**src/hdl/nla_pkg.sv**
```systemverilog
// Shared types and constants of the newline line assembler.
package nla_pkg;

    localparam logic [7:0] CH_LF  = 8'h0A;
    localparam logic [7:0] CH_CR  = 8'h0D;
    localparam logic [7:0] CH_NUL = 8'h00;

    // Command queue between front and back.
    localparam int QDEPTH = 4;
    localparam int QPW    = $clog2(QDEPTH);

    typedef enum logic [0:0] {
        OP_WRITE = 1'b0,
        OP_LINE  = 1'b1
    } t_op;

    // For OP_WRITE data is the character; for OP_LINE data is the line length.
    typedef struct packed {
        t_op        op;
        logic [7:0] data;
        logic       ovf;
    } t_cmd;

    typedef struct packed {
        logic valid;
        t_cmd cmd;
    } t_push;

    typedef struct packed {
        logic full;
        logic empty;
    } t_qstat;

    typedef enum logic [1:0] {
        S_IDLE,
        S_READ,
        S_SEND
    } t_bstate;

endpackage

```
**src/hdl/nla_rx_if.sv**
```systemverilog
// Input channel: one received byte per item.
interface nla_rx_if;
    logic       valid;
    logic       ready;
    logic [7:0] rx_byte;

    modport source (output valid, output rx_byte, input ready);
    modport sink   (input valid, input rx_byte, output ready);
endinterface

```
**src/hdl/nla_line_if.sv**
```systemverilog
// Output channel: one character of a completed line per item.
interface nla_line_if;
    logic       valid;
    logic       ready;
    logic [7:0] line_byte;
    logic       last;
    logic       empty_line;
    logic       overflow;

    modport source (output valid, output line_byte, output last, output empty_line,
                    output overflow, input ready);
    modport sink   (input valid, input line_byte, input last, input empty_line,
                    input overflow, output ready);
endinterface

```
**src/hdl/nla_queue.sv**
```systemverilog
// Short command queue that decouples the front from the back.
module nla_queue (
    input  logic            i_clk,
    input  logic            i_rst_n,
    input  nla_pkg::t_push  i_push,
    input  logic            i_pop,
    output nla_pkg::t_cmd   o_cmd,
    output nla_pkg::t_qstat o_stat
);
    import nla_pkg::*;

    t_cmd             r_mem [QDEPTH];
    logic [QPW-1:0]   r_wp;
    logic [QPW-1:0]   r_rp;
    logic [QPW:0]     r_cnt;
    logic             do_push;

    assign o_stat.full  = (r_cnt == (QPW+1)'(QDEPTH));
    assign o_stat.empty = (r_cnt == '0);
    assign o_cmd        = r_mem[r_rp];
    assign do_push      = i_push.valid && !o_stat.full;

    always_ff @(posedge i_clk) begin
        if (do_push) begin
            r_mem[r_wp] <= i_push.cmd;
        end
    end

    always_ff @(posedge i_clk) begin
        if (!i_rst_n) begin
            r_wp  <= '0;
            r_rp  <= '0;
            r_cnt <= '0;
        end else begin
            if (do_push) begin
                r_wp <= r_wp + 1'b1;
            end
            if (i_pop) begin
                r_rp <= r_rp + 1'b1;
            end
            case ({do_push, i_pop})
                2'b10:   r_cnt <= r_cnt + 1'b1;
                2'b01:   r_cnt <= r_cnt - 1'b1;
                default: r_cnt <= r_cnt;
            endcase
        end
    end

endmodule

```
**src/hdl/nla_front.sv**
```systemverilog
// Front: accept bytes, track the fill count and classify each byte.
module nla_front #(
    parameter int LINE_MAX = 64
) (
    input  logic            i_clk,
    input  logic            i_rst_n,
    nla_rx_if.sink          i_rx,
    input  nla_pkg::t_qstat i_qstat,
    output nla_pkg::t_push  o_push
);
    import nla_pkg::*;

    localparam int DEPTH = LINE_MAX - 1;
    localparam int FC_W  = $clog2(LINE_MAX);

    logic [FC_W-1:0] r_fill;
    logic [FC_W-1:0] n_fill;
    logic            accept;
    logic            full;
    logic            is_lf;

    assign i_rx.ready = !i_qstat.full;
    assign accept     = i_rx.valid && i_rx.ready;
    assign full       = (r_fill >= FC_W'(DEPTH));
    assign is_lf      = (i_rx.rx_byte == CH_LF);

    always_comb begin
        n_fill          = r_fill;
        o_push.valid    = 1'b0;
        o_push.cmd.op   = OP_WRITE;
        o_push.cmd.data = i_rx.rx_byte;
        o_push.cmd.ovf  = 1'b0;
        if (accept) begin
            if (is_lf || full) begin
                // end the line; a byte arriving on a full buffer is dropped
                o_push.valid    = 1'b1;
                o_push.cmd.op   = OP_LINE;
                o_push.cmd.data = 8'(r_fill);
                o_push.cmd.ovf  = full && !is_lf;
                n_fill          = '0;
            end else if (i_rx.rx_byte != CH_CR) begin
                o_push.valid = 1'b1;
                n_fill       = r_fill + 1'b1;
            end
        end
    end

    always_ff @(posedge i_clk) begin
        if (!i_rst_n) begin
            r_fill <= '0;
        end else begin
            r_fill <= n_fill;
        end
    end

endmodule

```
**src/hdl/nla_back.sv**
```systemverilog
// Back: execute queued commands, hold the line store and drain completed lines.
module nla_back #(
    parameter int LINE_MAX = 64
) (
    input  logic            i_clk,
    input  logic            i_rst_n,
    input  nla_pkg::t_cmd   i_cmd,
    input  nla_pkg::t_qstat i_qstat,
    output logic            o_pop,
    nla_line_if.source      o_line
);
    import nla_pkg::*;

    localparam int DEPTH = LINE_MAX - 1;
    localparam int FC_W  = $clog2(LINE_MAX);
    localparam int AW    = (DEPTH > 1) ? $clog2(DEPTH) : 1;

    logic [7:0]      r_store [DEPTH];
    logic [7:0]      r_rdata;
    t_bstate         r_state;
    t_bstate         n_state;
    logic [FC_W-1:0] r_cnt;
    logic [FC_W-1:0] r_rd;
    logic [FC_W-1:0] r_wptr;
    logic            r_ovf;
    logic            r_ov;
    logic [7:0]      r_byte;
    logic            r_last;
    logic            r_empty;
    logic            r_oflag;

    logic            out_free;
    logic            mem_we;
    logic            line_pop;
    logic            load;
    logic [7:0]      ld_byte;
    logic            ld_last;
    logic            ld_empty;
    logic            ld_ovf;
    logic            cnt_zero;
    logic            rd_last;

    assign out_free = !r_ov || o_line.ready;
    assign cnt_zero = (i_cmd.data[FC_W-1:0] == '0);
    assign rd_last  = ((r_rd + 1'b1) == r_cnt);

    always_comb begin
        n_state  = r_state;
        o_pop    = 1'b0;
        mem_we   = 1'b0;
        line_pop = 1'b0;
        load     = 1'b0;
        ld_byte  = r_rdata;
        ld_last  = rd_last;
        ld_empty = 1'b0;
        ld_ovf   = r_ovf;
        unique case (r_state)
            S_IDLE: begin
                if (!i_qstat.empty) begin
                    unique case (i_cmd.op)
                        OP_WRITE: begin
                            o_pop  = 1'b1;
                            mem_we = 1'b1;
                        end
                        OP_LINE: begin
                            if (cnt_zero) begin
                                // empty line: one flagged item, no store read
                                if (out_free) begin
                                    o_pop    = 1'b1;
                                    line_pop = 1'b1;
                                    load     = 1'b1;
                                    ld_byte  = CH_NUL;
                                    ld_last  = 1'b1;
                                    ld_empty = 1'b1;
                                    ld_ovf   = i_cmd.ovf;
                                end
                            end else begin
                                o_pop    = 1'b1;
                                line_pop = 1'b1;
                                n_state  = S_READ;
                            end
                        end
                        default: ;
                    endcase
                end
            end
            S_READ: begin
                n_state = S_SEND;
            end
            S_SEND: begin
                if (out_free) begin
                    load    = 1'b1;
                    n_state = rd_last ? S_IDLE : S_READ;
                end
            end
            default: n_state = S_IDLE;
        endcase
    end

    always_ff @(posedge i_clk) begin
        if (mem_we) begin
            r_store[r_wptr[AW-1:0]] <= i_cmd.data;
        end
        if (r_state == S_READ) begin
            r_rdata <= r_store[r_rd[AW-1:0]];
        end
    end

    always_ff @(posedge i_clk) begin
        if (!i_rst_n) begin
            r_state <= S_IDLE;
            r_cnt   <= '0;
            r_rd    <= '0;
            r_wptr  <= '0;
            r_ovf   <= 1'b0;
            r_ov    <= 1'b0;
        end else begin
            r_state <= n_state;
            if (line_pop) begin
                r_cnt  <= i_cmd.data[FC_W-1:0];
                r_ovf  <= i_cmd.ovf;
                r_rd   <= '0;
                r_wptr <= '0;
            end
            if (mem_we) begin
                r_wptr <= r_wptr + 1'b1;
            end
            if (load && (r_state == S_SEND)) begin
                r_rd <= r_rd + 1'b1;
            end
            if (load) begin
                r_ov <= 1'b1;
            end else if (o_line.ready) begin
                r_ov <= 1'b0;
            end
        end
    end

    always_ff @(posedge i_clk) begin
        if (load) begin
            r_byte  <= ld_byte;
            r_last  <= ld_last;
            r_empty <= ld_empty;
            r_oflag <= ld_ovf;
        end
    end

    assign o_line.valid      = r_ov;
    assign o_line.line_byte  = r_byte;
    assign o_line.last       = r_last;
    assign o_line.empty_line = r_empty;
    assign o_line.overflow   = r_oflag;

    a_rd_in_range: assert property (@(posedge i_clk) disable iff (!i_rst_n)
        (r_state == S_SEND) |-> (r_rd < r_cnt))
        else $error("read index past line length");

    a_wr_in_range: assert property (@(posedge i_clk) disable iff (!i_rst_n)
        mem_we |-> (r_wptr < FC_W'(DEPTH)))
        else $error("store write beyond depth");

    a_empty_item: assert property (@(posedge i_clk) disable iff (!i_rst_n)
        (line_pop && cnt_zero) |=> (o_line.valid && o_line.empty_line && o_line.last))
        else $error("empty line did not produce a flagged item");

    a_no_pop_empty: assert property (@(posedge i_clk) disable iff (!i_rst_n)
        o_pop |-> !i_qstat.empty)
        else $error("pop from empty queue");

endmodule

```
**src/hdl/newline_line_assembler_top.sv**
```systemverilog
// Line assembler: gather received bytes into lines and emit each completed line.
// An accepted byte passes through the command queue before the back writes it to the store;
// at a line end the back reads each stored character (S_READ), then loads it into the output
// register (S_SEND); an empty line loads one flagged item straight from idle.
// Throughput: one input byte per cycle while the queue has room; draining a line is bound
// by the single registered read port of the line store and stalls on output back-pressure.
// Reset: synchronous active low; clears fill count, queue and output valid, store is not cleared.
module newline_line_assembler_top #(
    parameter int LINE_MAX = 64
) (
    input  logic       i_clk,
    input  logic       i_rst_n,
    nla_rx_if.sink     i_rx,
    nla_line_if.source o_line
);
    import nla_pkg::*;

    t_push  push;
    t_cmd   cmd;
    t_qstat qstat;
    logic   pop;

    nla_front #(.LINE_MAX(LINE_MAX)) u_front (
        .i_clk   (i_clk),
        .i_rst_n (i_rst_n),
        .i_rx    (i_rx),
        .i_qstat (qstat),
        .o_push  (push)
    );

    nla_queue u_queue (
        .i_clk   (i_clk),
        .i_rst_n (i_rst_n),
        .i_push  (push),
        .i_pop   (pop),
        .o_cmd   (cmd),
        .o_stat  (qstat)
    );

    nla_back #(.LINE_MAX(LINE_MAX)) u_back (
        .i_clk   (i_clk),
        .i_rst_n (i_rst_n),
        .i_cmd   (cmd),
        .i_qstat (qstat),
        .o_pop   (pop),
        .o_line  (o_line)
    );

endmodule
```
**src/flat_wrapper.sv**
```systemverilog
// flat-port wrapper written by rule: the top's interface ports become plain ports
module newline_line_assembler_top_flat import nla_pkg::*;
#(
    parameter int LINE_MAX = 64
)
  (i_clk, i_rst_n, i_rx_valid, i_rx_rx_byte, i_rx_ready, o_line_valid, o_line_line_byte, o_line_last, o_line_empty_line, o_line_overflow, o_line_ready);
  nla_rx_if i_rx_i ();
  nla_line_if o_line_i ();
  input  logic i_clk;
  input  logic i_rst_n;
  input wire logic [$bits(i_rx_i.valid)-1:0] i_rx_valid;
  input wire logic [$bits(i_rx_i.rx_byte)-1:0] i_rx_rx_byte;
  output wire logic [$bits(i_rx_i.ready)-1:0] i_rx_ready;
  output wire logic [$bits(o_line_i.valid)-1:0] o_line_valid;
  output wire logic [$bits(o_line_i.line_byte)-1:0] o_line_line_byte;
  output wire logic [$bits(o_line_i.last)-1:0] o_line_last;
  output wire logic [$bits(o_line_i.empty_line)-1:0] o_line_empty_line;
  output wire logic [$bits(o_line_i.overflow)-1:0] o_line_overflow;
  input wire logic [$bits(o_line_i.ready)-1:0] o_line_ready;
  assign i_rx_i.valid = i_rx_valid;
  assign i_rx_i.rx_byte = i_rx_rx_byte;
  assign i_rx_ready = i_rx_i.ready;
  assign o_line_valid = o_line_i.valid;
  assign o_line_line_byte = o_line_i.line_byte;
  assign o_line_last = o_line_i.last;
  assign o_line_empty_line = o_line_i.empty_line;
  assign o_line_overflow = o_line_i.overflow;
  assign o_line_i.ready = o_line_ready;
  newline_line_assembler_top #(.LINE_MAX(LINE_MAX)) u_core (.i_clk(i_clk), .i_rst_n(i_rst_n), .i_rx(i_rx_i), .o_line(o_line_i));
endmodule
```
**config.mk**
```make
export PLATFORM = sky130hd
export DESIGN_NAME = newline_line_assembler_top_flat
export DESIGN_NICKNAME = d
export VERILOG_FILES = /design/src/hdl/nla_pkg.sv /design/src/hdl/nla_rx_if.sv /design/src/hdl/nla_line_if.sv /design/src/hdl/nla_queue.sv /design/src/hdl/nla_front.sv /design/src/hdl/nla_back.sv /design/src/hdl/newline_line_assembler_top.sv /design/src/flat_wrapper.sv
export SDC_FILE = /design/constraint.sdc
export NUM_CORES = 1
export LEC_CHECK = 0
export BUFFER_PORTS_ARGS = -buffer_cell sky130_fd_sc_hd__buf_4
export CAP_MARGIN = 40
export CORE_AREA = 2 2 286 288
export CTS_CLUSTER_SIZE = 10
export DETAILED_ROUTE_END_ITERATION = 7
export DIE_AREA = 0 0 288 290
export SLEW_MARGIN = 40
export SYNTH_ARGS = -nofsm -noshare
export SYNTH_HDL_FRONTEND = slang
export SYNTH_SLANG_ARGS = --single-unit
```
**constraint.sdc**
```tcl
create_clock -name i_clk -period 8 [get_ports i_clk]
set_input_delay 0.4 -clock i_clk [delete_from_list [all_inputs] [get_ports i_clk]]
set_output_delay 0.4 -clock i_clk [all_outputs]
set_load 0.005 [all_outputs]
```
### Word level (Yosys, flattened, before mapping)

Memory sizes are Yosys's and may differ from the RTL's. A register that Yosys moved wholly into a read port is not among the register bits.
Cells that the tools add are included.

* register bits: 46
* output and inout port bits: 13
* memory bits (writable): 544
* input port bits: 12
* memories kept: 2

Memories
* u_core.u_back.r_store: depth 63, width 8, read ports 1, clocked after memory_dff 1, write ports 1, line nla_back.sv:18 `logic [7:0] r_store [DEPTH];`
* u_core.u_queue.r_mem: depth 4, width 10, read ports 1, clocked after memory_dff 1, write ports 1, line nla_queue.sv:12 `t_cmd r_mem [QDEPTH];`

* $lt $le $gt $ge: 1
* $add $sub $neg: 7
* multiplexer cells: 54
* bitwise logic cells: 1
* reduce and logical (&&, ||, !) cells: 19
* equal/unequal tests: 12

Operators with widths (count)
* $mux 8: 5
* $mux 1: 32
* $mux 6: 5
* $add 6x1->6 const B: 3
* $mux 2: 6
* $mux 11: 1
* $mux 10: 1
* $reduce_bool 2->1: 5
* $eq 8x4->1 const B: 1
* $ne 2x2->1 const B: 4
* $ne 8x4->1 const B: 1
* $eq 6x6->1: 1
* $ge 6x6->1 const B: 1
* $logic_not 6->1: 1
* $pmux 2 s3: 1
* $pmux 3 s2: 1
* $add 2x1->2 const B: 2
* $eq 2x1->1 const B: 2
* $eq 2x2->1 const B: 2
* $logic_and 1x1->1: 4
* $pmux 1 s2: 2
* $reduce_and 4->1: 1
* $add 3x1->3 const B: 1
* $eq 3x3->1 const B: 1
* 7 further kinds: 10

### Longest topological paths before layout

* word-level depth: 9
* gate-level depth with buffers: 11
* mapped depth without buffers: 11

### Hierarchy

From an unflattened synthesis, not the netlist that was laid out.

* cell total of the unflattened synthesis: 1312
* area total of the unflattened synthesis: 24218.2 um^2

By module, submodules not included
* nla_back: sequential area each 16145.5 um^2, area each 21815.9 um^2, instances 1, cells each 1151
* nla_queue: sequential area each 1381.3 um^2, area each 1929.4 um^2, instances 1, cells each 103
* nla_front: sequential area each 120.1 um^2, area each 473.0 um^2, instances 1, cells each 58

### Worst setup path after synthesis

Ideal clock, no wire load.

* kind: reg-to-reg
* start point: register with a tool-made name
* end point: register u_core.u_queue.r_cnt[2]
* period minus slack after synthesis: 3116 ps
* cell stages (with the launch flop): 11
* library setup time: 76 ps
* arrival time: 3040 ps
* setup slack: 4884 ps
* data required time: 7924 ps
* cell sequence: dfxtp_1 buf_6 mux4_2 nor3_1 a31oi_1 ha_1 inv_1 fa_1 xor2_1 or3_1 a21boi_0

RTL lines
* end signal, assigned: line nla_queue.sv:42 `2'b10: r_cnt <= r_cnt + 1'b1;`
* end signal, assigned: line nla_queue.sv:43 `2'b01: r_cnt <= r_cnt - 1'b1;`
* end signal, assigned: line nla_queue.sv:44 `default: r_cnt <= r_cnt;`
* end, declared: line nla_queue.sv:15 `logic [QPW:0] r_cnt;`

==> reports/results.ini <==
[synth]
yosys.area_share.simple=0.05444
synth_fp_nets=1267
synth_seq_area_share=0.7361
ys_ff_latch=600
synth_compound_area_frac=0.02980
syn-cell-area_mm2=0.02397
synthTopCellsByArea=edfxtp_1 (71%), mux4_2 (11%), dfxtp_1 (3.1%)
syn_area_per_cell_um2=19.24
ys_async_sr_fraction=0
synth_top_family_by_area=multiplexers
synth_top_cell_area_share=0.7052
yosys.area_share.adder=0.005010
synthCells=1246
synth_xor_area_frac=0.006211
synth_top_cell_by_area=edfxtp_1
yosysWarnings=0
synth-main-ff-cell=edfxtp_1
synthMuxAreaShare=0.1482
yosys.cell_types.count=69
synth-edff-count=563

[place]
dp_hpwl_mm=30.57
io_buffers=24
gp_congestion=0.7707
placed_cells=2274

[clock_tree]
cts_inserted_buffers=70
hold_buffers=0
post_cts_resized=0
clkLatencyLatePin_ps=600
clockBufferDepth=3
htreeDepth=3
cts_tree=built
root_buffer=clkbuf_16
cts.sinks=600
post_cts_buffers=0
clkTransAtPathRegs_ps=60

[floorplanning]
dieArea_mm2=0.08352
die_h_um=290
coreArea_mm2=0.08016
ioPinCount=25
initial_core_util=0.2991
core.rowCount=104
die_w_um=288

[setup_path]
worst-path-max-fanout=65
cp_cell_sequence=mux4_2, buf_4, nor4_2, a31oi_1, ha_1, inv_1, fa_1, xor2_1, or3_1, a21boi_0
worstSetupEndpointType=flip-flop
cp_data_required_time_ps=8500
slowest_stage=dfxtp_1
crit_type=flip-flop to flip-flop
worst_setup_path_start_kind=flip-flop
slowest_delay_ps=760
cp.arrival_ps=4420

[routing]
drt_iter0_drc=1046
via_per_inst=4.912
wl_per_cell_um=21.81
drtAntennaViolNets=0
wl_mm=51.73
drc=0
drt-pass1-iter-count=5
vias=11650

[sta]
finClkSkew_ps=24.47
grt_setup_unrepaired=no
finalSetupViolations=0
fin_crit_sh=0.4894
setup_tns_ps=0
fmax_mhz=255.4
drv_slew=0
finalHoldViolations=0
worst_pin_slew_ps=811.7
slew_headroom=0.4569
min_period_ps=3915

[power]
p_leak_nw=8.159
power_density_mw_per_mm2=290.1
irDropWorstVdd_v=0.0001876

[run_status]
status=finished clean

[job]
cap_violations=0

[grt]
antenna_found_initial=1
grt_max_degree=73
grt-ovfl-total=0
grt_pass1_wl_mm=77.23
first_global_vias=11900
grt.total_usage=0.1238

[layout]
fin_cells=2372
drive_gt1_frac=0.2378
n_antenna_cell=0
fillers=7543
syn_to_final_growth_pct=13.76
fin_nets=1308

[hold_path]
worstHoldPathType=input port to flip-flop

## power by group
part | total [mW] | internal [mW] | switching, mW
Clock | 2.85 | 1.69 | 1.16
Combinational | 1.08 | 0.344 | 0.734
Sequential | 3.98 | 3.91 | 0.0718
Total | 7.91 | 5.95 | 1.96
## worst paths after layout
path | to | cells past startpoint | startpoint | slack (ps)
max | u_core.u_queue.r_cnt[2] | 10 | flip-flop | 4080
min | u_core.u_queue.r_mem[2][6] | 2 | i_rx_rx_byte[5] | 190
max reg2reg | u_core.u_queue.r_cnt[2] | 10 | flip-flop | 4080
min reg2reg | u_core.u_back.r_cnt[3] | 2 | u_core.u_back.r_cnt[3] | 480
## metal layers
layer	global-route usage	routed length, µm	up-vias
met2	0.1942	24780	370
met3	0.02885	3242	92
met1	0.1633	21910	6080
met4	0.05560	1796	0
met5	0	0	-
li1	-	-	5109
## cells in the final DEF, fill, tap and decap left out, types with 4 or more instances in the layout
cell and instances:
o22ai_1 11, a211oi_1 18, edfxtp_1 563, nand2_1 39
or3_1 9, a21oi_1 10, or3b_2 4, nand3_1 13
nand3b_1 8, mux4_1 12, a31oi_1 6, nor3_1 8
dfxtp_1 33, mux2i_1 32, xor2_1 8, nor2b_1 28
inv_1 11, nor2_2 34, mux2_2 14, ha_1 8
mux4_2 122, clkbuf_1 18, and2_1 13, clkbuf_16 74
nand2b_1 8, o21ai_0 39, xnor2_1 9, a211o_1 4
o221ai_1 6, nor2_1 53, buf_4 35
## state kept, by name (all words and copies together), names as in the netlist, 2 cells and up, named ones only
signal                          count
u_core.u_queue.r_cnt                3
u_core.u_queue.r_rp                 2
u_core.u_front.r_fill               6
u_core.u_back.r_rd                  6
u_core.u_queue.r_mem               40
u_core.u_back.r_rdata               8
u_core.u_queue.r_wp                 2
u_core.u_back.o_line.line_byte      8
u_core.u_back.r_store             504
u_core.u_back.r_wptr                6
u_core.u_back.r_cnt                 6
u_core.u_back.r_state               2
## synthesized netlist by cell type (14+ instances only)
cell and instances:
o21ai_0 39, nor2b_1 29, nand2_1 39, nor2_1 87
a211oi_1 18, dfxtp_1 37, mux2_2 14, buf_2 15
mux2i_1 32, clkbuf_1 17, edfxtp_1 563, mux4_2 122
## worst max-delay path, delay by kind of cell (launching register included)
kind | cells | cell delay, ps
AO/OA/AOI/OAI | 2 | 810
XOR/XNOR | 1 | 150
adder cells (fa/ha/maj) | 2 | 680
buffers and inverters | 2 | 630
flip-flops | 1 | 760
multiplexers | 1 | 350
AND/OR/NAND/NOR | 2 | 440
## cell families (layout without fill, tap and decap cells)
logic type	count (synthesis)	after routing
flip-flops	600	600
AND/OR/NAND/NOR	248	248
multiplexers	181	181
AO/OA/AOI/OAI	110	110
buffers and inverters	81	147
XOR/XNOR	17	17
adder cells (fa/ha/maj)	9	9
## cell type report
type	count	area (µm²)	share of cell area
multi-input cells	565	5939	0.2178
flip-flops and latches	600	17660	0.6475
inverters	11	41.29	0.001514
well taps	1060	1326	0.04863
clock inverters	5	68.82	0.002523
clock buffers	92	1919	0.07038
repair buffers	39	316.6	0.01161
## stage by stage
step	instance area, µm²	hold slack, ps	worst slack, ps	power (mW)	utilization
finish	27270	194.6	4085	7.910	0.3402
global route	27270	187.2	3703	8.203	0.3402
CTS	27170	160.6	3990	7.991	0.3390
detailed placement	25180	463.2	4013	5.146	0.3142
global placement	25170	459.8	4070	5.104	0.3140
floorplan	23970	446.5	4884	4.720	-
No activity file was read; power rests on OpenSTA's default activity.
